File: src/design/rmst_pkg.sv
`timescale 1ns / 1ps
// Shared types and constants of the range minimum segment tree.
// No dependencies.
package rmst_pkg;
	localparam int DEF_MAX_ELEMENTS = 1024;
	localparam int RESET_COUNT = 1024;
	localparam int CNT_PORT_W = 11;
	localparam int IDX_W = 10;
	localparam int VAL_W = 32;

	localparam logic OP_ASSIGN = 1'b0;
	localparam logic OP_QUERY = 1'b1;

	// one clipped item handed from the front end to the tree engine
	typedef struct packed {
		logic op;
		logic empty;
		logic [IDX_W-1:0] lo;
		logic [IDX_W-1:0] hi;
		logic [VAL_W-1:0] value;
	} cmd_t;
endpackage

File: src/design/rmst_front.sv
`timescale 1ns / 1ps
// Front end: element count register, range clipping and command build.
// Depends on rmst_pkg.
module rmst_front import rmst_pkg::*; #(
	parameter int MAX_ELEMENTS = DEF_MAX_ELEMENTS
) (
	input  logic clk,
	input  logic arst_n,
	input  logic cfg_we,
	input  logic [CNT_PORT_W-1:0] cfg_data,
	input  logic in_valid,
	output logic in_ready,
	input  logic op,
	input  logic [IDX_W-1:0] range_low,
	input  logic [IDX_W-1:0] range_high,
	input  logic [VAL_W-1:0] new_value,
	input  logic clearing,
	input  logic q_ready,
	output logic q_valid,
	output cmd_t q_cmd
);
	localparam int CW = $clog2(MAX_ELEMENTS + 1);
	localparam int IW = ((CW > IDX_W) ? CW : IDX_W) + 1;
	localparam int RST_N = (RESET_COUNT > MAX_ELEMENTS) ? MAX_ELEMENTS : RESET_COUNT;

	logic [CW-1:0] count_q;
	logic [IW-1:0] last, hi_c;

	always_ff @(posedge clk or negedge arst_n) begin
		if (!arst_n) begin
			count_q <= CW'(RST_N);
		end else if (cfg_we) begin
			if (cfg_data == '0)
				count_q <= CW'(1);
			else if (32'(cfg_data) > 32'(MAX_ELEMENTS))
				count_q <= CW'(MAX_ELEMENTS);
			else
				count_q <= CW'(cfg_data);
		end
	end

	always_comb begin
		last = IW'(count_q) - IW'(1);
		hi_c = (IW'(range_high) > last) ? last : IW'(range_high);
		q_cmd.op = op;
		q_cmd.empty = IW'(range_low) > hi_c;
		q_cmd.lo = range_low;
		q_cmd.hi = IDX_W'(hi_c);
		q_cmd.value = new_value;
	end

	assign in_ready = q_ready && !clearing && !cfg_we;
	assign q_valid = in_valid && !clearing && !cfg_we;
endmodule

File: config.mk
export PLATFORM = sky130hd
export DESIGN_NAME = rmst_front
export DESIGN_NICKNAME = d
export VERILOG_FILES = /design/src/design/rmst_pkg.sv /design/src/design/rmst_front.sv
export SDC_FILE = /design/constraint.sdc
export NUM_CORES = 1
export LEC_CHECK = 0
export ABC_CLOCK_PERIOD_IN_PS = 5500
export BUFFER_PORTS_ARGS = -buffer_cell sky130_fd_sc_hd__buf_2
export CORE_ASPECT_RATIO = 1.5
export CORE_UTILIZATION = 42
export CTS_CLUSTER_DIAMETER = 100
export DETAILED_ROUTE_END_ITERATION = 8
export GPL_ROUTABILITY_DRIVEN = 1
export GPL_TIMING_DRIVEN = 0
export PLACE_DENSITY_LB_ADDON = 0.3
export SYNTH_ARGS = -nofsm -noshare
export SYNTH_HDL_FRONTEND = slang
export SYNTH_SLANG_ARGS = --single-unit
export TNS_END_PERCENT = 5
File: constraint.sdc
create_clock -name clk -period 5.5 [get_ports clk]
set_input_delay 0.55 -clock clk [delete_from_list [all_inputs] [get_ports clk]]
set_output_delay 0.55 -clock clk [all_outputs]
set_load 0.01 [all_outputs]
# Yosys cells after proc, flatten, opt, wreduce, memory -nomap -nowiden
# Cells that the tools add are included.
[word_totals]
ff_bits = 11
inputBits = 70
out_inout_bits = 56
word_cells = 15
[classes]
addsub = 1
order_cmp = 3
muxes = 3
n_reduce_logical = 7
[ops]
columns = ["operator", "count"]
rows = [
  ["> comparator 10 x 12 -> 1 bit", 2],
  ["two-way mux 11 bit", 2],
  ["two-way mux 12 bit", 1],
  ["subtractor 11 x 1 -> 12 bit (second input constant)", 1],
  ["> comparator 11 bit (second input constant)", 1],
  ["logical NOT 11 bit", 1],
  ["logical AND 1 bit", 4],
  ["logical NOT 1 bit", 2],
]

# Depth between registers and ports, before layout
# Gate-level depths: netlist of run 1.
[depth]
depth_word = 4
ltp_mapped = 24
ltp_nobuf = 22

# Worst setup path before layout of run 1
# No wires, ideal clock.
[synth_path]
kind = "register to output"
start = "register count_q[0]"
end = "output port q_cmd[52] in the netlist's numbering"
arrival_time_ns = 4.219
t_required_ns = 4.950
path_slack_ns = 0.731
path_stages_with_launch = 23
n_path_buf = 1
path_cell_list = "dfrtp_1 -> inv_1 -> ha_1 -> nand2_1 -> nor3_1 -> xor2_1 -> inv_1 -> ha_1 -> nor3b_1 -> a2111oi_2 -> maj3_2 -> o221ai_1 -> nor3b_2 -> buf_6 -> mux2_1 -> ha_1 -> nor2b_1 -> o21a_1 -> o21a_1 -> o211ai_1 -> a21boi_0 -> o31ai_1 -> a21oi_1"
[synth_rtl]
columns = ["item", "line", "rtl"]
rows = [
  ["start: declaration", "rmst_front.sv:26", "logic [CW-1:0] count_q;"],
  ["start signal: assignment", "rmst_front.sv:31", "count_q <= CW'(RST_N);"],
  ["start signal: assignment", "rmst_front.sv:36", "count_q <= CW'(MAX_ELEMENTS);"],
  ["start signal: assignment", "rmst_front.sv:38", "count_q <= CW'(cfg_data);"],
  ["end: declaration", "rmst_front.sv:20", "output cmd_t q_cmd"],
]

==> metrics.cfg, run 1 <==
[status]
outcome = completed

[synthesis]
synth.cell_area_mm2 = 0.00180
synth_nets = 291
synth_cells = 203
synth_common_cells = buf_4, ha_1, inv_1
yosys.cell_types.count = 49
ys_seq_area_share_pct = 15.3
yosys.area.top_type = buf_4
synth.most_common_cell = buf_4
synthFlopType = dfrtp_1
synth_area_leaders = buf_4, dfrtp_1, ha_1
syn_area_per_cell_um2 = 8.88
synth_edf_count = 0
synth_seq_cells = 11
synth.top_cell.area_share_pct = 17.9
synth_warnings = 0
async_flop_share_pct = 100

[grt]
grt_first_pass_wirelength_mm = 6.38
first_global_vias = 1565
antenna_found_initial = 0
grt_remaining_overflow = 0
grt_usage_pct = 17.3
grt_start_max_net_pins = 12

[timing]
max_freq_mhz = 188
fin_crit_sh_pct = 96.5
maxSlewHeadroom_pct = 55.2
rsz0062_at_grt = true
timing.final.crit_period_ps = 5310
hold_ws_ps = 170
clock_skew_ps = 0
hold_viol_final = 0
final-setup-viol-count = 0
drv_slew = 0
worst_pin_slew_ps = 666

[clocking]
htree_levels = 1
clk_pin_slew_worst_paths_ps = 50
cts.sinks = 11
cts_buffer_depth = 2
clock_tree.root_cell = clkbuf_8
cts_inserted_buffers = 3
cts_tree = done
insertion_delay_ps = 230

[detailed_routing]
postRouteAntennaNets = 0
dr_total_vias = 1774
routed_via_density = 5.00
firstDrtPassIters = 4
drc = 0
wl_per_cell_um = 11.5
drt-total-wl_mm = 4.08
drt_iter0_markers = 28

[power_and_ir_drop]
p_leak_nw = 1.36
peakVddDrop_v = 0.000162
seqPwrFrac_pct = 19.3
power_density_mw_per_mm2 = 201
combPwrFrac_pct = 65.5
intPower_mw = 0.325
clkPwrFrac_pct = 15.1
switchingPower_mw = 0.193
swShare_pct = 37.2

[place]
port_buffers = 91
place.gp.congestion = 0.781
dp_hpwl_mm = 3.37

[worst_setup_path]
critPathKind = reg -> out
cp.required_ps = 4950
cp_max_fo = 4
critPathArrivalTime_ps = 4760
start_kind = flip-flop
end_kind = primary output

[job]
cap_viol_max_count = 0

[floorplanning]
dieArea_mm2 = 0.00456
die_h_um = 82.2
start_util_pct = 44.8
top_level_ports = 126
rows = 28
core-area_mm2 = 0.00403
die_w_um = 55.5

[layout]
syn_to_final_growth_pct = 42.6
largest_reg_flops = 11
ff_latch_area_um2 = 278
multi_input_area_mm2 = 0.00121
insertedDiodeCount = 0
nFillCells = 356
reg_top3 = count_q: 11 flops
drive_gt1_share_pct = 59.7
nets = 399
largest-register = count_q
post-route-util_pct = 63.8

[min_path]
hold_path.class = in -> async

-- timing repair --
action                                  in CTS  in global routing
pin swaps                                    4                 14
resized for setup                            5                 19
hold endpoints to repair                     0                  0
hold buffers                                 0                  0
buffers inserted                             7                  8
endpoints found under the setup margin       1                  1
-- layout make-up --
type / instances / share of cell area, %
Multi-Input combinational cell: 126 / 46.9
Timing Repair Buffer: 106 / 22.6
Buffer: 46 / 13.3
Sequential cell: 11 / 10.8
Inverter: 17 / 2.48
Tap cell: 45 / 2.19
Clock buffer: 4 / 1.75
-- critical path: stages (launching register included) --
cell and delay [ps]:
dfrtp_1 380, inv_2 90, ha_4 150, nand2_4 70, nor3_2 170, xor2_1 230
inv_1 110, ha_4 290, nand2_4 50, nor4_4 270, a2111oi_2 60, maj3_2 330
o221ai_2 190, nor3b_4 210, buf_6 140, mux2_4 310, ha_4 240, nor2b_4 120
o21a_1 160, o21a_1 160, o211ai_1 220, a21boi_1 100, o31ai_1 250, a21oi_1 100
buf_2 140
-- metal layers --
metal	up-vias	share of wire [%]	global-route usage, %
met5	-	0	0
li1	904	-	-
met1	768	36	16.5
met3	10	7.2	2.02
met4	0	3.3	8.25
met2	92	54	36.1
-- path summary, 6_finish.rpt --
kind	startpoint	to	slack (ps)	cells after the start
max in group asynchronous	arst_n	count_q[10]	5070	1
worst max register to register	count_q[3]	count_q[3]	4570	2
worst min register to register	count_q[10]	count_q[10]	620	1
worst max-delay path	count_q[0]	q_cmd[52]	190	24
min in group clk	cfg_data[5]	count_q[5]	540	2
worst min-delay path	arst_n	count_q[9]	170	1
-- metrics by stage --
step | cells | cell area (um2) | setup slack (ps) | power, mW | setup TNS [ps]
floorplan | 203 | 1800 | 731 | 0.304 | 0
detailed placement | 339 | 2310 | 41.0 | 0.388 | 0
global route | 355 | 2570 | -44.6 | 0.558 | -44.6
global placement | 339 | 2310 | 65.6 | 0.383 | 0
finish | 355 | 2570 | 191 | 0.518 | 0
CTS | 350 | 2440 | 9.52 | 0.490 | 0
-- power by group through the flow --
stage / Sequential, mW / Combinational, mW / Clock [mW]
finish: 0.100 / 0.340 / 0.0783
global route: 0.102 / 0.373 / 0.0843
CTS: 0.0953 / 0.315 / 0.0792
detailed placement: 0.0968 / 0.291 / 0
global placement: 0.0966 / 0.287 / 0
floorplan: 0.0952 / 0.209 / 0
-- kinds of logic (layout without fill, tap and decap cells) --
family / count (synthesis) / in the layout / share of synthesized area (%)
mux: 20 / 20 / 11.8
xor+xnor: 9 / 9 / 5.13
flops: 11 / 11 / 15.3
buf+inv: 66 / 173 / 24.0
compound gates: 33 / 33 / 14.3
simple gates: 44 / 44 / 15.8
fa+ha+maj: 20 / 20 / 13.7
-- layout by cell type, fill, tap and decap left out, types with 5 or more instances in the layout --
master	count
nand2_1	6
mux2_1	5
buf_2	91
dfrtp_1	9
mux2i_1	8
ha_1	14
inv_1	15
buf_4	57
nor2b_1	5
No activity file was read; power rests on OpenSTA's default activity.
==> run 2: changes to the inputs <==
--- a/config.mk
+++ b/config.mk
@@ -9,11 +9,14 @@
 export BUFFER_PORTS_ARGS = -buffer_cell sky130_fd_sc_hd__buf_2
 export CORE_ASPECT_RATIO = 1.5
 export CORE_UTILIZATION = 42
+export CTS_BUF_LIST = sky130_fd_sc_hd__clkbuf_4 sky130_fd_sc_hd__clkbuf_8 sky130_fd_sc_hd__clkbuf_16
 export CTS_CLUSTER_DIAMETER = 100
 export DETAILED_ROUTE_END_ITERATION = 8
 export GPL_ROUTABILITY_DRIVEN = 1
 export GPL_TIMING_DRIVEN = 0
 export PLACE_DENSITY_LB_ADDON = 0.3
+export SKIP_CTS_REPAIR_TIMING = 1
+export SKIP_LAST_GASP = 1
 export SYNTH_ARGS = -nofsm -noshare
 export SYNTH_HDL_FRONTEND = slang
 export SYNTH_SLANG_ARGS = --single-unit
==> metrics.cfg, run 2 (synthesis results as in run 1) <==
[status]
outcome = completed

[timing]
fin_crit_sh_pct = 96.2
clock_skew_ps = 0
tns_ps = 0
final-setup-viol-count = 0
maxSlewHeadroom_pct = 55.4
hold_ws_ps = 170
worst_pin_slew_ps = 662
timing.final.crit_period_ps = 5290
hold_viol_final = 0
max_freq_mhz = 189
drv_slew = 0
layout_setup_ws_ps = 210

[worst_setup_path]
end_kind = primary output
cp_slowest_cell = dfrtp_1
r2r-start = count_q[5]
cp_top_family = compound AO/OA/AOI/OAI gates
critPathKind = reg -> out
start_kind = flip-flop
cp_max_fo = 6
max_stage_delay_ps = 400
cpMostUsedCell = ha_4
crit_cells = 24
critPathArrivalTime_ps = 4740
ff2ff_path_depth = 1
rrSetupSlack_ps = 4580
worst_r2r_endpoint = count_q[5]
crit_start = count_q[0]
crit_buf_inv = 4
cp.required_ps = 4950
crit_chain = inv_2 -> ha_4 -> nand2_4 -> nor3_4 -> xor2_2 -> inv_2 -> ha_4 -> nand2_2 -> nor4_4 -> a2111oi_2 -> maj3_2 -> o221ai_2 -> nor3b_2 -> buf_6 -> mux2_4 -> ha_4 -> nor2b_1 -> o21a_1 -> o21a_1 -> o211ai_1 -> a21boi_1 -> o31ai_1 -> a21oi_1 -> buf_2

[layout]
largest-register = count_q
final_common_cell = buf_2
reg_top3 = count_q: 11 flops
fin_cells = 348
post-route-util_pct = 62.0
nets = 392
drive_gt1_share_pct = 58.7
insertedDiodeCount = 0
largest_reg_flops = 11
layout_common_cells = buf_2, buf_4, ha_1
nFillCells = 352
syn_to_final_growth_pct = 38.5

[clocking]
cts_tree = done
clock_tree.root_cell = clkbuf_8
clk_pin_slew_worst_paths_ps = 50
cts_inserted_buffers = 3
htree_levels = 1
cts_buffer_depth = 2
cts.sinks = 11
insertion_delay_ps = 230

[grt]
grtUsageMet2_pct = 34.6
first_global_vias = 1505
grt_first_pass_wirelength_mm = 6.13
grt-busiest-layer = met2
grt_use_met3_pct = 2.02
use_met1_pct = 16.1
antenna_found_initial = 0
grt_usage_pct = 16.6
grt_remaining_overflow = 0
grt_start_max_net_pins = 12

[detailed_routing]
drc = 0
firstDrtPassIters = 4
routed_via_density = 4.97
postRouteAntennaNets = 0
drt_iter0_markers = 23
wl_per_cell_um = 11.1
dr_total_vias = 1728
drt-total-wl_mm = 3.87

[power_and_ir_drop]
power_density_mw_per_mm2 = 199
peakVddDrop_v = 0.000145
p_leak_nw = 1.32

[place]
dp.cells = 339
place.gp.congestion = 0.781
dp_hpwl_mm = 3.37
port_buffers = 91
pre_cts_ws_ps = 41.0

[min_path]
hold_path.class = in -> async

[floorplanning]
core-area_mm2 = 0.00403
die_w_um = 55.5
die_h_um = 82.2
rows = 28
start_util_pct = 44.8
top_level_ports = 126
dieArea_mm2 = 0.00456

[job]
cap_viol_max_count = 0

[run 2: power by group]
part	leakage [nW]	internal, mW	total (mW)	switching, mW
clock	0.0262	0.0556	0.0833	0.0278
combinational	1.15	0.168	0.313	0.145
sequential	0.139	0.0883	0.100	0.0120
[run 2: metal layers]
layer / wire (um) / vias to the layer above
met5: 0 / -
met4: 93 / 0
met3: 302 / 6
met2: 2050 / 90
met1: 1430 / 741
li1: - / 891
[run 2: cell type report]
type,instances,area (um2),area share (%)
sequential,11,278,11.1
clock buffer,4,48.8,1.95
buffer,47,362,14.5
timing repair buffer,98,508,20.3
multi-input combinational,126,1180,47.3
tap,45,56.3,2.25
inverter,17,63.8,2.56
[run 2: worst max path at each step]
stage                      to  slack [ps]
CTS                 q_cmd[52]        -220
floorplan           q_cmd[52]         730
detailed placement  q_cmd[52]          40
global placement    q_cmd[52]          70
finish              q_cmd[52]         210
global route        q_cmd[52]         -10
[run 2: per-stage QoR]
step | power (mW) | instance area (um2)
after floorplan | 0.304 | 1800
after global placement | 0.383 | 2310
after detailed placement | 0.388 | 2310
after CTS | 0.473 | 2360
after global routing | 0.537 | 2500
final | 0.497 | 2500
==> run 3: changes to the inputs <==
--- a/config.mk
+++ b/config.mk
@@ -8,8 +8,8 @@
 export ABC_CLOCK_PERIOD_IN_PS = 5500
 export BUFFER_PORTS_ARGS = -buffer_cell sky130_fd_sc_hd__buf_2
 export CORE_ASPECT_RATIO = 1.5
-export CORE_UTILIZATION = 42
-export CTS_BUF_LIST = sky130_fd_sc_hd__clkbuf_4 sky130_fd_sc_hd__clkbuf_8 sky130_fd_sc_hd__clkbuf_16
+export CORE_UTILIZATION = 43
+export CTS_BUF_LIST = sky130_fd_sc_hd__clkbuf_4 sky130_fd_sc_hd__clkbuf_8
 export CTS_CLUSTER_DIAMETER = 100
 export DETAILED_ROUTE_END_ITERATION = 8
 export GPL_ROUTABILITY_DRIVEN = 1
==> metrics.cfg, run 3 (synthesis results as in run 1) <==
[floorplanning]
rows = 28
die_w_um = 54.9
die_h_um = 81.3
dieArea_mm2 = 0.00446
start_util_pct = 45.1
core-area_mm2 = 0.00399
top_level_ports = 126

[layout]
fin_cells = 349
insertedDiodeCount = 0
post-route-util_pct = 62.7
nFillCells = 370
nets = 393
drive_gt1_share_pct = 58.6
largest_reg_flops = 11
syn_to_final_growth_pct = 38.9
reg_top3 = count_q: 11 flops
final_common_cell = buf_2
layout_common_cells = buf_2, buf_4, ha_1
fin_area_mm2 = 0.00250
largest-register = count_q

[power_and_ir_drop]
switchingPower_mw = 0.187
peakVddDrop_v = 0.000153
seqPwrFrac_pct = 19.7
power_mw = 0.499
power_density_mw_per_mm2 = 199
swShare_pct = 37.4
p_leak_nw = 1.32
clkPwrFrac_pct = 16.6
intPower_mw = 0.312
combPwrFrac_pct = 63.6

[grt]
antenna_found_initial = 0
first_global_vias = 1512
grt_first_pass_wirelength_mm = 5.97
grt_start_max_net_pins = 12
grt_usage_pct = 18.1
grt_remaining_overflow = 0

[detailed_routing]
wl_per_cell_um = 11.6
drc = 0
postRouteAntennaNets = 0
dr_total_vias = 1729
firstDrtPassIters = 4
drt_iter0_markers = 17
drt-total-wl_mm = 4.05
routed_via_density = 4.95

[worst_setup_path]
max_stage_delay_ps = 420
worst_r2r_endpoint = count_q[4]
end_kind = primary output
cp_top_family = compound AO/OA/AOI/OAI gates
cp_slowest_cell = dfrtp_2
crit_start = count_q[0]
cp.required_ps = 4950
crit_chain = inv_4 -> ha_4 -> nand2_4 -> nor3_4 -> xor2_2 -> inv_2 -> ha_4 -> nand2_2 -> nor4_4 -> a2111oi_2 -> maj3_2 -> o221ai_2 -> nor3b_2 -> buf_6 -> mux2_4 -> ha_4 -> nor2b_1 -> o21a_1 -> o21a_1 -> o211ai_1 -> a21boi_1 -> o31ai_1 -> a21oi_1 -> buf_2
critPathArrivalTime_ps = 4810
ff2ff_path_depth = 2
r2r-start = count_q[4]
rrSetupSlack_ps = 4440
start_kind = flip-flop
critPathKind = reg -> out
crit_buf_inv = 4
cp_max_fo = 6
cpMostUsedCell = ha_4

[timing]
timing.final.crit_period_ps = 5360
rsz0062_at_grt = true
hold_viol_final = 0
worst_pin_slew_ps = 604
final-setup-viol-count = 0
drv_slew = 0
maxSlewHeadroom_pct = 59.4
fin_crit_sh_pct = 97.4
max_freq_mhz = 187
clock_skew_ps = 0

[place]
dp_hpwl_mm = 3.49
dp.cells = 339
dpl_cell_area_mm2 = 0.00231
port_buffers = 91
place.gp.congestion = 0.776

[clocking]
clk_pin_slew_worst_paths_ps = 50
insertion_delay_ps = 230
clock_tree.root_cell = clkbuf_8
cts_tree = done
cts_inserted_buffers = 3
cts_buffer_depth = 2
cts.sinks = 11
htree_levels = 1

[job]
cap_viol_max_count = 0

[status]
outcome = completed

[min_path]
hold_path.class = in -> async

==> run 3: cell types whose count changed in the layout (fill, tap and decap cells not counted), sizes merged <==
cell	before	now
clkbuf	6	7
==> run 3: final cells by class <==
cell class                 count  area [um2]  share of cell area, %
buffer                        48         365                   14.6
clock buffer                   4        48.8                   1.95
inverter                      17        66.3                   2.65
multi-input combinational    126        1180                   47.2
sequential                    11         278                   11.1
tap                           45        56.3                   2.25
timing repair buffer          98         508                   20.3
==> run 3: worst max path at each step <==
stage	slack, ps	to	cells past startpoint
after global routing	-80	q_cmd[52]	24
after floorplan	730	q_cmd[52]	22
after detailed placement	4	q_cmd[52]	23
final	140	q_cmd[52]	24
after CTS	-260	q_cmd[52]	23
after global placement	80	q_cmd[52]	23
==> run 3: through the flow <==
| step | setup TNS [ps] | hold slack, ps | worst slack (ps) |
|---|---|---|---|
| floorplan | 0 | 254 | 731 |
| global placement | 0 | 425 | 77.9 |
| detailed placement | 0 | 427 | 4.18 |
| CTS | -262 | 176 | -262 |
| global route | -82.8 | 180 | -82.8 |
| finish | 0 | 171 | 143 |
==> run 3: layer usage <==
metal | vias to the layer above | global-route usage, % | wire, um
met5 | - | 0 | 0
met3 | 2 | 1.31 | 328
met4 | 0 | 6.92 | 22
met1 | 753 | 17.2 | 1450
li1 | 884 | - | -
met2 | 90 | 36.5 | 2250
==> run 3: power by group through the flow <==
stage,registers [mW],clock network (mW),logic (mW)
after global placement,0.0965,0,0.287
final,0.0984,0.0830,0.317
after global routing,0.0993,0.0902,0.350
after detailed placement,0.0970,0,0.292
after CTS,0.0958,0.0855,0.293
after floorplan,0.0952,0,0.209
