**src/design/rmst_pkg.sv**
```systemverilog
`timescale 1ns / 1ps
// Shared types and constants of the range minimum segment tree.
// No dependencies.
package rmst_pkg;
	localparam int DEF_MAX_ELEMENTS = 1024;
	localparam int RESET_COUNT = 1024;
	localparam int CNT_PORT_W = 11;
	localparam int IDX_W = 10;
	localparam int VAL_W = 32;

	localparam logic OP_ASSIGN = 1'b0;
	localparam logic OP_QUERY = 1'b1;

	// one clipped item handed from the front end to the tree engine
	typedef struct packed {
		logic op;
		logic empty;
		logic [IDX_W-1:0] lo;
		logic [IDX_W-1:0] hi;
		logic [VAL_W-1:0] value;
	} cmd_t;
endpackage

```
**src/design/rmst_cmd_fifo.sv**
```systemverilog
`timescale 1ns / 1ps
// Two-entry command queue between front end and tree engine.
// Depends on rmst_pkg.
module rmst_cmd_fifo import rmst_pkg::*; (
	input  logic clk,
	input  logic arst_n,
	input  logic wr_valid,
	output logic wr_ready,
	input  cmd_t wr_cmd,
	output logic rd_valid,
	input  logic rd_ready,
	output cmd_t rd_cmd
);
	cmd_t mem_q [2];
	logic wp_q, rp_q;
	logic [1:0] cnt_q;
	logic push, pop;

	assign wr_ready = cnt_q != 2'd2;
	assign rd_valid = cnt_q != 2'd0;
	assign rd_cmd = mem_q[rp_q];
	assign push = wr_valid && wr_ready;
	assign pop = rd_valid && rd_ready;

	always_ff @(posedge clk) begin
		if (push)
			mem_q[wp_q] <= wr_cmd;
	end

	always_ff @(posedge clk or negedge arst_n) begin
		if (!arst_n) begin
			wp_q <= 1'b0;
			rp_q <= 1'b0;
			cnt_q <= 2'd0;
		end else begin
			if (push)
				wp_q <= ~wp_q;
			if (pop)
				rp_q <= ~rp_q;
			cnt_q <= cnt_q + 2'(push) - 2'(pop);
		end
	end
endmodule

```
**config.mk**
```make
export PLATFORM = sky130hd
export DESIGN_NAME = rmst_cmd_fifo
export DESIGN_NICKNAME = d
export VERILOG_FILES = /design/src/design/rmst_pkg.sv /design/src/design/rmst_cmd_fifo.sv
export SDC_FILE = /design/constraint.sdc
export NUM_CORES = 1
export LEC_CHECK = 0
export BUFFER_PORTS_ARGS = -buffer_cell sky130_fd_sc_hd__buf_2
export CAP_MARGIN = 25
export CORE_MARGIN = 5
export CORE_UTILIZATION = 56
export DETAILED_ROUTE_END_ITERATION = 7
export PLACE_DENSITY_LB_ADDON = 0.1
export SYNTH_ARGS = -nofsm -noshare
export SYNTH_HDL_FRONTEND = slang
export SYNTH_SLANG_ARGS = --single-unit
```
**constraint.sdc**
```tcl
create_clock -name clk -period 8.5 [get_ports clk]
set_clock_uncertainty 0.1 [all_clocks]
set_input_delay 0.425 -clock clk [delete_from_list [all_inputs] [get_ports clk]]
set_output_delay 0.425 -clock clk [all_outputs]
set_load 0.01 [all_outputs]
```
-- After elaboration in Yosys (flattened, before gate mapping)
Memories as Yosys holds them, arrays and structs flattened.
Index checks and enable logic that the tools add are counted.
- flip-flop bits (word level): 4
- RAM bits: 108
- output and inout bits: 56
- logic and storage cells: 14
- memories kept: 1
- $add $sub $neg: 2
- equal/unequal tests: 1
- multiplexer cells: 2
- bitwise operators: 2
- reduce and logical (&&, ||, !) cells: 3
- memories (name ; depth ; width ; read ports ; clocked after memory_dff ; wr ports ; line ; source):
    mem_q ; 2 ; 54 ; 1 ; 0 ; 1 ; rmst_cmd_fifo.sv:14 ; cmd_t mem_q [2];
- operators by type and width (cell ; number):
    $add 2x1->2 ; 1
    $logic_and 1x1->1 ; 2
    $mux 1 ; 2
    $ne 2x2->1 const B ; 1
    $not 1->1 ; 2
    $reduce_bool 2->1 ; 1
    $sub 2x1->2 ; 1

-- Logic depth before layout (Yosys ltp)
Gate-level depths: netlist (run 1).
- depth in word-level cells: 4
- depth in mapped cells: 7
- gate-level depth less buffers: 7

-- Least setup slack after synthesis (run 1)
OpenSTA, ideal clock, no wires.
- path type: register to register
- from: reg cnt_q[1]
- to: mem mem_q[0][0] in the netlist's numbering (enable)
- library setup time: 466 ps
- data arrival time: 2925 ps
- data required time: 7934 ps
- path slack: 5009 ps
- cell stages (with the launch flop): 4
- path buffers: 0
- period minus slack after synthesis: 3491 ps
- cells stage by stage: dfrtp_1 > nand2b_1 > nand2_1 > nor2_1
- cells in the longest elaborated chain, start to end: 4
- RTL lines (element ; line ; source):
    start, declared ; rmst_cmd_fifo.sv:16 ; logic [1:0] cnt_q;
    start signal, assigned ; rmst_cmd_fifo.sv:40 ; cnt_q <= cnt_q + 2'(push) - 2'(pop);
    $ne 2x2->1 ; rmst_cmd_fifo.sv:19 ; assign wr_ready = cnt_q != 2'd2;
    named net wr_ready ; rmst_cmd_fifo.sv:8 ; output logic wr_ready,
    $logic_and 1x1->1 ; rmst_cmd_fifo.sv:22 ; assign push = wr_valid && wr_ready;
    $mux 1 ; rmst_cmd_fifo.sv:26 ; if (push)
    $mux 1 (not written as such) ; rmst_cmd_fifo.sv:27 ; mem_q[wp_q] <= wr_cmd;
    end, declared ; rmst_cmd_fifo.sv:14 ;
The timed path passes the listed nets, and every way through them passes these cells.

==> results.toml, run 1 <==
[outcome]
status = "finished, final reports clean"

[power_and_ir_drop]
p_leak_nw = 2.080
power.density_nw_per_um2 = 328.5
vdd_drop_max_mv = 0.1696

[sta]
fin_ws_ns = 5.951
max_slew.worst_pin.slew_ns = 1.007
post-route-period-util = 0.2999
hold_viol = 0
relSlewSlack = 0.3290
rsz0062_at_grt = "false"
fmaxAchievable_mhz = 392.3
setup_viol = 0
fin_crit_ns = 2.549
finalMaxSlewViolations = 0
setup_tns_ns = 0

[layout]
syn2layout_area_growth_pct = 18.86
fin_cells = 413
seqCellArea_um2 = 3347
fin_util = 0.6754
multi_input_area_um2 = 895.9
drive_above_1_share = 0.6077
fin_area_um2 = 5165
nNetsFinal = 366
n_fill_cell = 538
n_antenna_cell = 0

[worst_hold_path]
min_path_cells = 1
hold_class = "input port to flop"

[setup_path]
cp_cell_sequence = "mux2_2 -> buf_2"
critPathCaptureType = "output pin"
critPathArrivalTime_ns = 2.02
worst_ep_required_time_ns = 7.98
crit_buf_inv = 1
path_delay_family = "flip-flops"
reg2regPathDepth = 4
crit_type = "flop to output pin"
path_max_fanout = 55
crit_slowest_cell = "dfrtp_4"
worstSetupPathDepth = 2
cpPeakStageDelay_ns = 1.11
critPathLaunchType = "flop"

[floorplan]
core_um2 = 7647
ios = 114
start_util = 0.5682
die_w_um = 98.09
dieArea_um2 = 9622
fp.dieH_um = 98.09
rows = 32

[global_route]
grt_pass1_wl_um = 10850
antenna_found_initial = 0
grt_overflow_total = 0
grt_util_all_layers = 0.1462
grt_max_degree = 56
grt_pass1_vias = 2260

[logic_synthesis]
synth-seq-cells = 112
synthArstFlopShare = 0.03571
synth_top_cell_area_share = 0.7463
synth_mux_area_frac = 0.1823
synth_fa_ha_area_frac = 0.005759
yosysTopAreaCell = "edfxtp_1"
synth-simple-area-share = 0.008062
synth_area_leaders = "edfxtp_1 (75%), mux2_4 (17%), buf_12 (2.3%), dfrtp_1 (2.3%), mux2_2 (1.3%)"
yosys_most_used_dff = "edfxtp_1"
synth_commonest_cells = "edfxtp_1 (108), mux2_4 (49), buf_12 (5), mux2_2 (5), dfrtp_1 (4)"
syn-cell-area_um2 = 4345
synth_top_family_by_area = "multiplexers"
synth.avg_cell_area_um2 = 23.49
ys_warn_count = 0
syn_nets = 245
yosysMostFrequentCell = "edfxtp_1"
synth_cells = 185
synth_xor_xnor_area_share = 0.008062
synth_edf_count = 108
synth-compound-area-share = 0
seq_area_frac_synth = 0.7694
synthDistinctLibCells = 16

[detailed_routing]
wl_um = 6713
first_pass_iters = 4
vias = 2044
drc = 0
via_per_inst = 4.949
drt-wirelength-per-cell_um = 16.25
drtIter0Drc = 82
antenna_left = 0

[placed_design]
place.gp.congestion = 0.7123
io_buffers = 113
dp.cells = 396
placed_area_um2 = 4955
hpwl_um = 4471
place_ws_ns = 6.217

[clocking]
cts_tree = "yes"
cts_made_buffers = 9
clkTransAtPathRegs_ns = 0.10
clock_sinks = 112
cts_htree_levels = 3
cts_setup_buffers = 0
root_buffer = "clkbuf_8"
clock_latency_ns = 0.35
clockBufferDepth = 2

[job]
cap_violations = 0
[per-layer routing]
layer | track usage | vias up | share of wire
met5 | 0 | - | 0
met4 | 0.06070 | 0 | 0.010
met3 | 0.05214 | 6 | 0.093
met2 | 0.2419 | 73 | 0.50
met1 | 0.1744 | 1001 | 0.39
li1 | - | 964 | -
[area by class of cell]
class,count,share of cell area
Clock buffer,9,0.02398
Clock inverter,7,0.01478
Inverter,1,0.0007267
Multi-Input combinational cell,66,0.1734
Sequential cell,112,0.6480
Tap cell,102,0.02471
Timing Repair Buffer,116,0.1143
[what timing repair did]
action,CTS,global route
resized for setup,0,0
hold buffers,1,0
endpoints found under the hold margin,4,0
[where the power goes]
group	total [W]	internal, W	switching (W)
Combinational	0.000530	0.000304	0.000226
Sequential	0.000857	0.000755	0.000102
Clock	0.000310	0.000139	0.000171
[cell usage in the layout, fill, tap and decap left out]
cell type,count
ha_1,2
or2_1,1
nor2_4,1
mux2_4,49
clkinv_2,2
inv_6,2
mux2_2,5
inv_8,1
nand2_1,1
xnor2_1,3
clkinvlp_4,1
bufinv_16,1
buf_4,2
dfrtp_4,1
nand2b_1,1
xor2_1,1
and3_2,1
dfrtp_1,3
dlygate4sd3_1,1
edfxtp_1,108
inv_1,1
and2_4,1
clkbuf_8,9
buf_2,113
[sequential cells by signal, indices dropped and copies added (netlist names)]
name   flops
mem_q    108
rp_q       1
cnt_q      2
wp_q       1
[path summary, 6_finish.rpt]
kind                            startpoint            to  slack [ns]
min in group asynchronous           arst_n          wp_q        0.31
worst max-delay path                  rp_q     rd_cmd[1]        5.95
max in group asynchronous           arst_n          rp_q        7.85
worst min-delay path            wr_cmd[24]  mem_q[1][24]        0.15
worst min register to register    cnt_q[0]      cnt_q[0]        0.45
worst max register to register    cnt_q[0]  mem_q[0][13]        6.26
[worst reg2reg max path: stages, from the launching register on]
cell	delay, ns
dfrtp_1	0.37
nand2b_1	0.16
nand2_1	0.15
nor2_4	0.61
buf_4	0.50
[per-stage QoR]
step                      power [W]  hold WS, ns
final                      0.001697       0.1510
after detailed placement   0.001414       0.1376
after global placement     0.001405       0.1378
after floorplan            0.001267      0.02941
after CTS                  0.001726       0.1291
after global routing       0.001797       0.1256
[logic make-up (layout without fill, tap and decap cells)]
| group | after synthesis | after routing |
|---|---|---|
| and+or+nand+nor | 6 | 6 |
| DFF | 112 | 112 |
| xor gates and xnor gates | 4 | 4 |
| adders and majority gates | 2 | 2 |
| muxes | 54 | 54 |
| buffers and inverters | 7 | 133 |
Note: power is estimated with default switching activity, not from simulation.
==> run 2: changes to the inputs <==
Settings changed: ABC_AREA from default to 1, CORE_UTILIZATION 56 to 52.
Clock period 8.5 ns to 2.66 ns, I/O delays scaled along.
==> run 2 against run 1 <==
Sequential power increased to 2.9 times the previous value. Core utilization increased by 4.5 points. Final area increased by 8.4%. Total power increased to 3.1 times the previous value. Cell count increased by 45%. Sequential share of layout area decreased by 5.1 points. Highest routed layer unchanged. Non-clock buffer count increased by 61. Routed wire length increased by 22%. Sequential cell count unchanged.
==> results.toml, run 2 <==
[outcome]
status = "finished, final reports clean"

[global_route]
grt_pass1_vias = 2784
grt_pass1_wl_um = 13120
antenna_found_initial = 0
grt_max_degree = 56
grt_util_all_layers = 0.1710
grt_overflow_total = 0

[clocking]
clkTransAtPathRegs_ns = 0.10
root_buffer = "clkbuf_8"
cts_tree = "yes"
cts_made_buffers = 9
clockBufferDepth = 2
cts_htree_levels = 3
clock_sinks = 112
clock_latency_ns = 0.35

[detailed_routing]
drc = 0
drtIter0Drc = 100
first_pass_iters = 4
wl_um = 8187
vias = 2787
drt-wirelength-per-cell_um = 13.71
via_per_inst = 4.668
antenna_left = 0

[logic_synthesis]
synthDistinctLibCells = 11
synth.avg_cell_area_um2 = 13.35
syn-cell-area_um2 = 4179
yosysMostFrequentCell = "nand2_1"
synth_top_cell_area_share = 0.7760
synth_area_leaders = "edfxtp_1 (78%), nand2_1 (16%), dfrtp_1 (2.4%), clkbuf_8 (1.6%), inv_1 (0.72%)"
synthArstFlopShare = 0.03571
synth_commonest_cells = "nand2_1 (175), edfxtp_1 (108), inv_1 (8), buf_2 (5), clkbuf_8 (5)"
yosys_most_used_dff = "edfxtp_1"
synth_cells = 313
ys_warn_count = 0
seq_area_frac_synth = 0.8000
synth-seq-cells = 112
syn_nets = 373
yosysTopAreaCell = "edfxtp_1"
synth_edf_count = 108

[floorplan]
core_um2 = 7767
start_util = 0.5380
rows = 32
dieArea_um2 = 9929
die_w_um = 99.65
fp.dieH_um = 99.65
ios = 114

[layout]
mostFrequentLayoutCells = "nand2_1 (175), buf_2 (113), edfxtp_1 (108)"
drive_above_1_share = 0.2808
fin_cells = 597
n_fill_cell = 532
seqCellArea_um2 = 3344
layout_commonest_cell = "nand2_1"
top_regs = "mem_q: 108 flops, cnt_q: 2 flops"
nNetsFinal = 550
multi_input_area_um2 = 708.2
n_antenna_cell = 0
largest_reg_flops = 108
regMostFlops = "mem_q"
syn2layout_area_growth_pct = 33.98

[setup_path]
critPathLaunchType = "flop"
worst_ep_required_time_ns = 2.43
crit_type = "flop to output pin"
critPathCaptureType = "output pin"
critPathArrivalTime_ns = 1.84
cpMostUsedCell = "nand2_1"
crit_buf_inv = 3
path_max_fanout = 39
cp_cell_sequence = "inv_2 -> buf_4 -> nand2_1 -> nand2_1 -> buf_2"
cpPeakStageDelay_ns = 0.51
path_delay_family = "buffers and inverters"
crit_slowest_cell = "inv_2"

[placed_design]
io_buffers = 113
place.gp.congestion = 0.7075
dp.cells = 524
hpwl_um = 5028

[power_and_ir_drop]
p_leak_nw = 2.455
power.density_nw_per_um2 = 952.5
vdd_drop_max_mv = 0.5678

[sta]
setup_tns_ns = 0
rsz0062_at_grt = "false"
relSlewSlack = 0.5348
post-route-period-util = 0.7781
fin_crit_ns = 2.070
max_slew.worst_pin.slew_ns = 0.6968
setup_viol = 0
finalMaxSlewViolations = 0
fmaxAchievable_mhz = 483.2
hold_viol = 0

[worst_hold_path]
hold_class = "input port to async pin"

[job]
cap_violations = 0
==> run 2: repair_timing <==
| action | in CTS | in global routing |
|---|---|---|
| hold buffers | 57 | 0 |
| setup buffers | 0 | 0 |
| hold endpoints to repair | 114 | 0 |
| resized for setup | 0 | 0 |
==> run 2: cell families (layout without fill, tap and decap cells) <==
group | Yosys count | count (layout) | share of synthesized area
adder cells (fa/ha/maj) | 2 | 2 | 0.005987
buffers and inverters | 20 | 202 | 0.03234
flip-flops | 112 | 112 | 0.8000
AND/OR/NAND/NOR | 179 | 179 | 0.1617
==> run 2: cell type report <==
| cell class | count | area share |
|---|---|---|
| Clock buffer | 9 | 0.02212 |
| Clock inverter | 7 | 0.01296 |
| Inverter | 9 | 0.006034 |
| Multi-Input combinational cell | 181 | 0.1265 |
| Sequential cell | 112 | 0.5973 |
| Tap cell | 102 | 0.02279 |
| Timing Repair Buffer | 177 | 0.2123 |
==> run 2: metal layers <==
metal	share of wire	GRT usage
met4	0.018	0.06408
met1	0.40	0.1973
met3	0.052	0.03647
met5	0	0
met2	0.53	0.3115
==> run 2: worst reg2reg max path, cell delays in order, from the launching register on <==
cell     delay (ns)
dfrtp_1        0.40
inv_1          0.07
nand2_1        0.09
nand2_1        0.09
inv_1          0.05
ha_1           0.28
inv_1          0.06
ha_1           0.16
inv_1          0.05
nand2_1        0.06
nand2_1        0.04
==> run 2: where the power goes <==
part / internal (W) / switching, W
combinational: 0.000657 / 0.00121
clock: 0.000436 / 0.000530
sequential: 0.00240 / 0.0000947
total: 0.00350 / 0.00184
==> run 2: final timing paths <==
kind,endpoint,startpoint,depth (start not counted),slack (ns)
max,rd_cmd[19],rp_q,5,0.59
min,rp_q,arst_n,2,0.009
max reg2reg,cnt_q[1],cnt_q[1],10,1.11
min reg2reg,wp_q,wp_q,2,0.39
max in group asynchronous,rp_q,arst_n,2,2.32
min in group clk,wp_q,wp_q,2,0.39
==> run 2: metrics by stage <==
| step | hold slack [ns] | cell area, um^2 | setup slack [ns] | power, W | utilization |
|---|---|---|---|---|---|
| after detailed placement | -0.1535 | 4832 | 0.9331 | 0.004390 | 0.6221 |
| after CTS | 0.001399 | 5599 | 0.5190 | 0.005417 | 0.7208 |
| final | 0.008847 | 5599 | 0.5902 | 0.005333 | 0.7208 |
| after floorplan | -0.2626 | 4182 | 0.1027 | 0.003693 | - |
| after global routing | 0.01065 | 5599 | 0.4354 | 0.005696 | 0.7208 |
| after global placement | -0.1525 | 4832 | 0.9671 | 0.004357 | 0.6221 |
==> run 3: changes to the inputs <==
Clock period 2.66 ns to 2.1 ns, I/O delays scaled along.
==> run 3 against run 2 <==
Sequential cell count did not move. Routed wire length rose by 0.26%. Combinational power rose by 32%. Critical path depth did not move. Hold slack improved by 0.36 ns. Critical path type unchanged.
==> results.toml, run 3 (synthesis results as in run 2) <==
[floorplan]
ios = 114
die_w_um = 99.65
fp.dieH_um = 99.65
rows = 32
core_um2 = 7767
dieArea_um2 = 9929
start_util = 0.5380

[setup_path]
cpMostUsedCell = "nand2_1"
path_max_fanout = 43
rrSetupSlack_ns = 0.56
critPathLaunch = "rp_q"
rr_startpoint = "cnt_q[0]"
critPathCaptureType = "output pin"
cpPeakStageDelay_ns = 0.42
reg2regPathDepth = 9
crit_type = "flop to output pin"
r2r_end = "cnt_q[1]"
cp_cell_sequence = "inv_2 -> buf_12 -> nand2_1 -> nand2_1 -> buf_2"
crit_slowest_cell = "dfrtp_2"
critPathLaunchType = "flop"
critPathArrivalTime_ns = 1.59
worst_ep_required_time_ns = 1.89

[placed_design]
place.gp.congestion = 0.7150
place_ws_ns = 0.5810
io_buffers = 113
placed_area_um2 = 4866
hpwl_um = 5052

[detailed_routing]
via_per_inst = 4.642
drc = 0
top_layer = "met4"
met3WireLength_um = 500
wl_um = 8208
dr_wl_met2_um = 4179
drtIter0Drc = 102
vias = 2771
wl_met1_um = 3444
antenna_left = 0
first_pass_iters = 4
drt-wirelength-per-cell_um = 13.75

[layout]
regMostFlops = "mem_q"
fin_util = 0.7233
syn2layout_area_growth_pct = 34.43
largest_reg_flops = 108
n_antenna_cell = 0
fin_area_um2 = 5618
mostFrequentLayoutCells = "nand2_1 (175), buf_2 (113), edfxtp_1 (108)"
top_regs = "mem_q: 108 flops, cnt_q: 2 flops"
drive_above_1_share = 0.2788
layout_commonest_cell = "nand2_1"
nNetsFinal = 550
n_fill_cell = 538

[outcome]
status = "finished, final reports clean"

[worst_hold_path]
worst_hold_startpoint = "wr_cmd[8]"
min_path_cells = 2
worstHoldEndpoint = "mem_q[0][8]"
hold_class = "input port to flop"

[power_and_ir_drop]
vdd_drop_max_mv = 0.6876
power.density_nw_per_um2 = 1196
total_power_w = 0.006719
p_leak_nw = 2.450

[clocking]
post_cts_resized = 0
clkTransAtPathRegs_ns = 0.10
clockBufferDepth = 2
clock_latency_ns = 0.35
root_buffer = "clkbuf_8"
cts_made_buffers = 9
clock_sinks = 112
cts_tree = "yes"
cts_htree_levels = 3

[sta]
post-route-period-util = 0.8557
hold_viol = 0
finalMaxSlewViolations = 0
max_slew.worst_pin.slew_ns = 0.5759
rsz0062_at_grt = "false"
fin_crit_ns = 1.797
relSlewSlack = 0.6161
fmaxAchievable_mhz = 556.5
setup_viol = 0
setup_tns_ns = 0
fin_ws_ns = 0.3031

[global_route]
antenna_found_initial = 0
grt_max_degree = 56
grt_util_all_layers = 0.1709
grt_pass1_wl_um = 12930
grt_overflow_total = 0
grt_pass1_vias = 2833

[job]
cap_violations = 0
[run 3: power breakdown]
group	total (W)	internal, W	switching [W]
Clock	0.00110	0.000432	0.000671
Combinational	0.00246	0.000880	0.00158
Sequential	0.00316	0.00304	0.000115
[run 3: routing by layer]
metal,track usage,up-vias
li1,-,1395
met1,0.2069,1294
met2,0.2970,76
met3,0.04208,6
met4,0.06303,0
met5,0,-
[run 3: metrics by stage]
stage,hold slack (ns),instances
after floorplan,-0.2906,313
after global routing,0.3490,597
final,0.3642,597
after CTS,0.3471,597
after detailed placement,-0.1828,523
after global placement,-0.1829,523
[run 3: how the worst max path moves through the flow]
stage               cells past startpoint  slack, ns          end
finish                                  5       0.30    rd_cmd[0]
global placement                        9       0.65     cnt_q[1]
floorplan                               3       0.13  mem_q[1][0]
CTS                                     5       0.28    rd_cmd[0]
detailed placement                      9       0.58     cnt_q[1]
global route                            4       0.14   rd_cmd[45]
[run 3: critical path, delay by kind of cell (launching register included)]
| family | cells | cell delay (ns) |
|---|---|---|
| buffers and inverters | 3 | 0.62 |
| flip-flops | 1 | 0.42 |
| AND/OR/NAND/NOR | 2 | 0.20 |
[run 3: area by class of cell]
class	instances	area [um^2]	share of cell area
clock inverter	7	47.55	0.008463
sequential	112	3344	0.5953
inverter	9	37.54	0.006682
tap	102	127.6	0.02272
clock buffer	9	123.9	0.02205
multi-input combinational	181	708.2	0.1261
timing repair buffer	177	1229	0.2187
[run 3: timing repair]
item / 4_1_cts / 5_1_grt
endpoints found under the hold margin: 114 / 0
hold buffers: 58 / 0
buffers inserted: 0 / 0
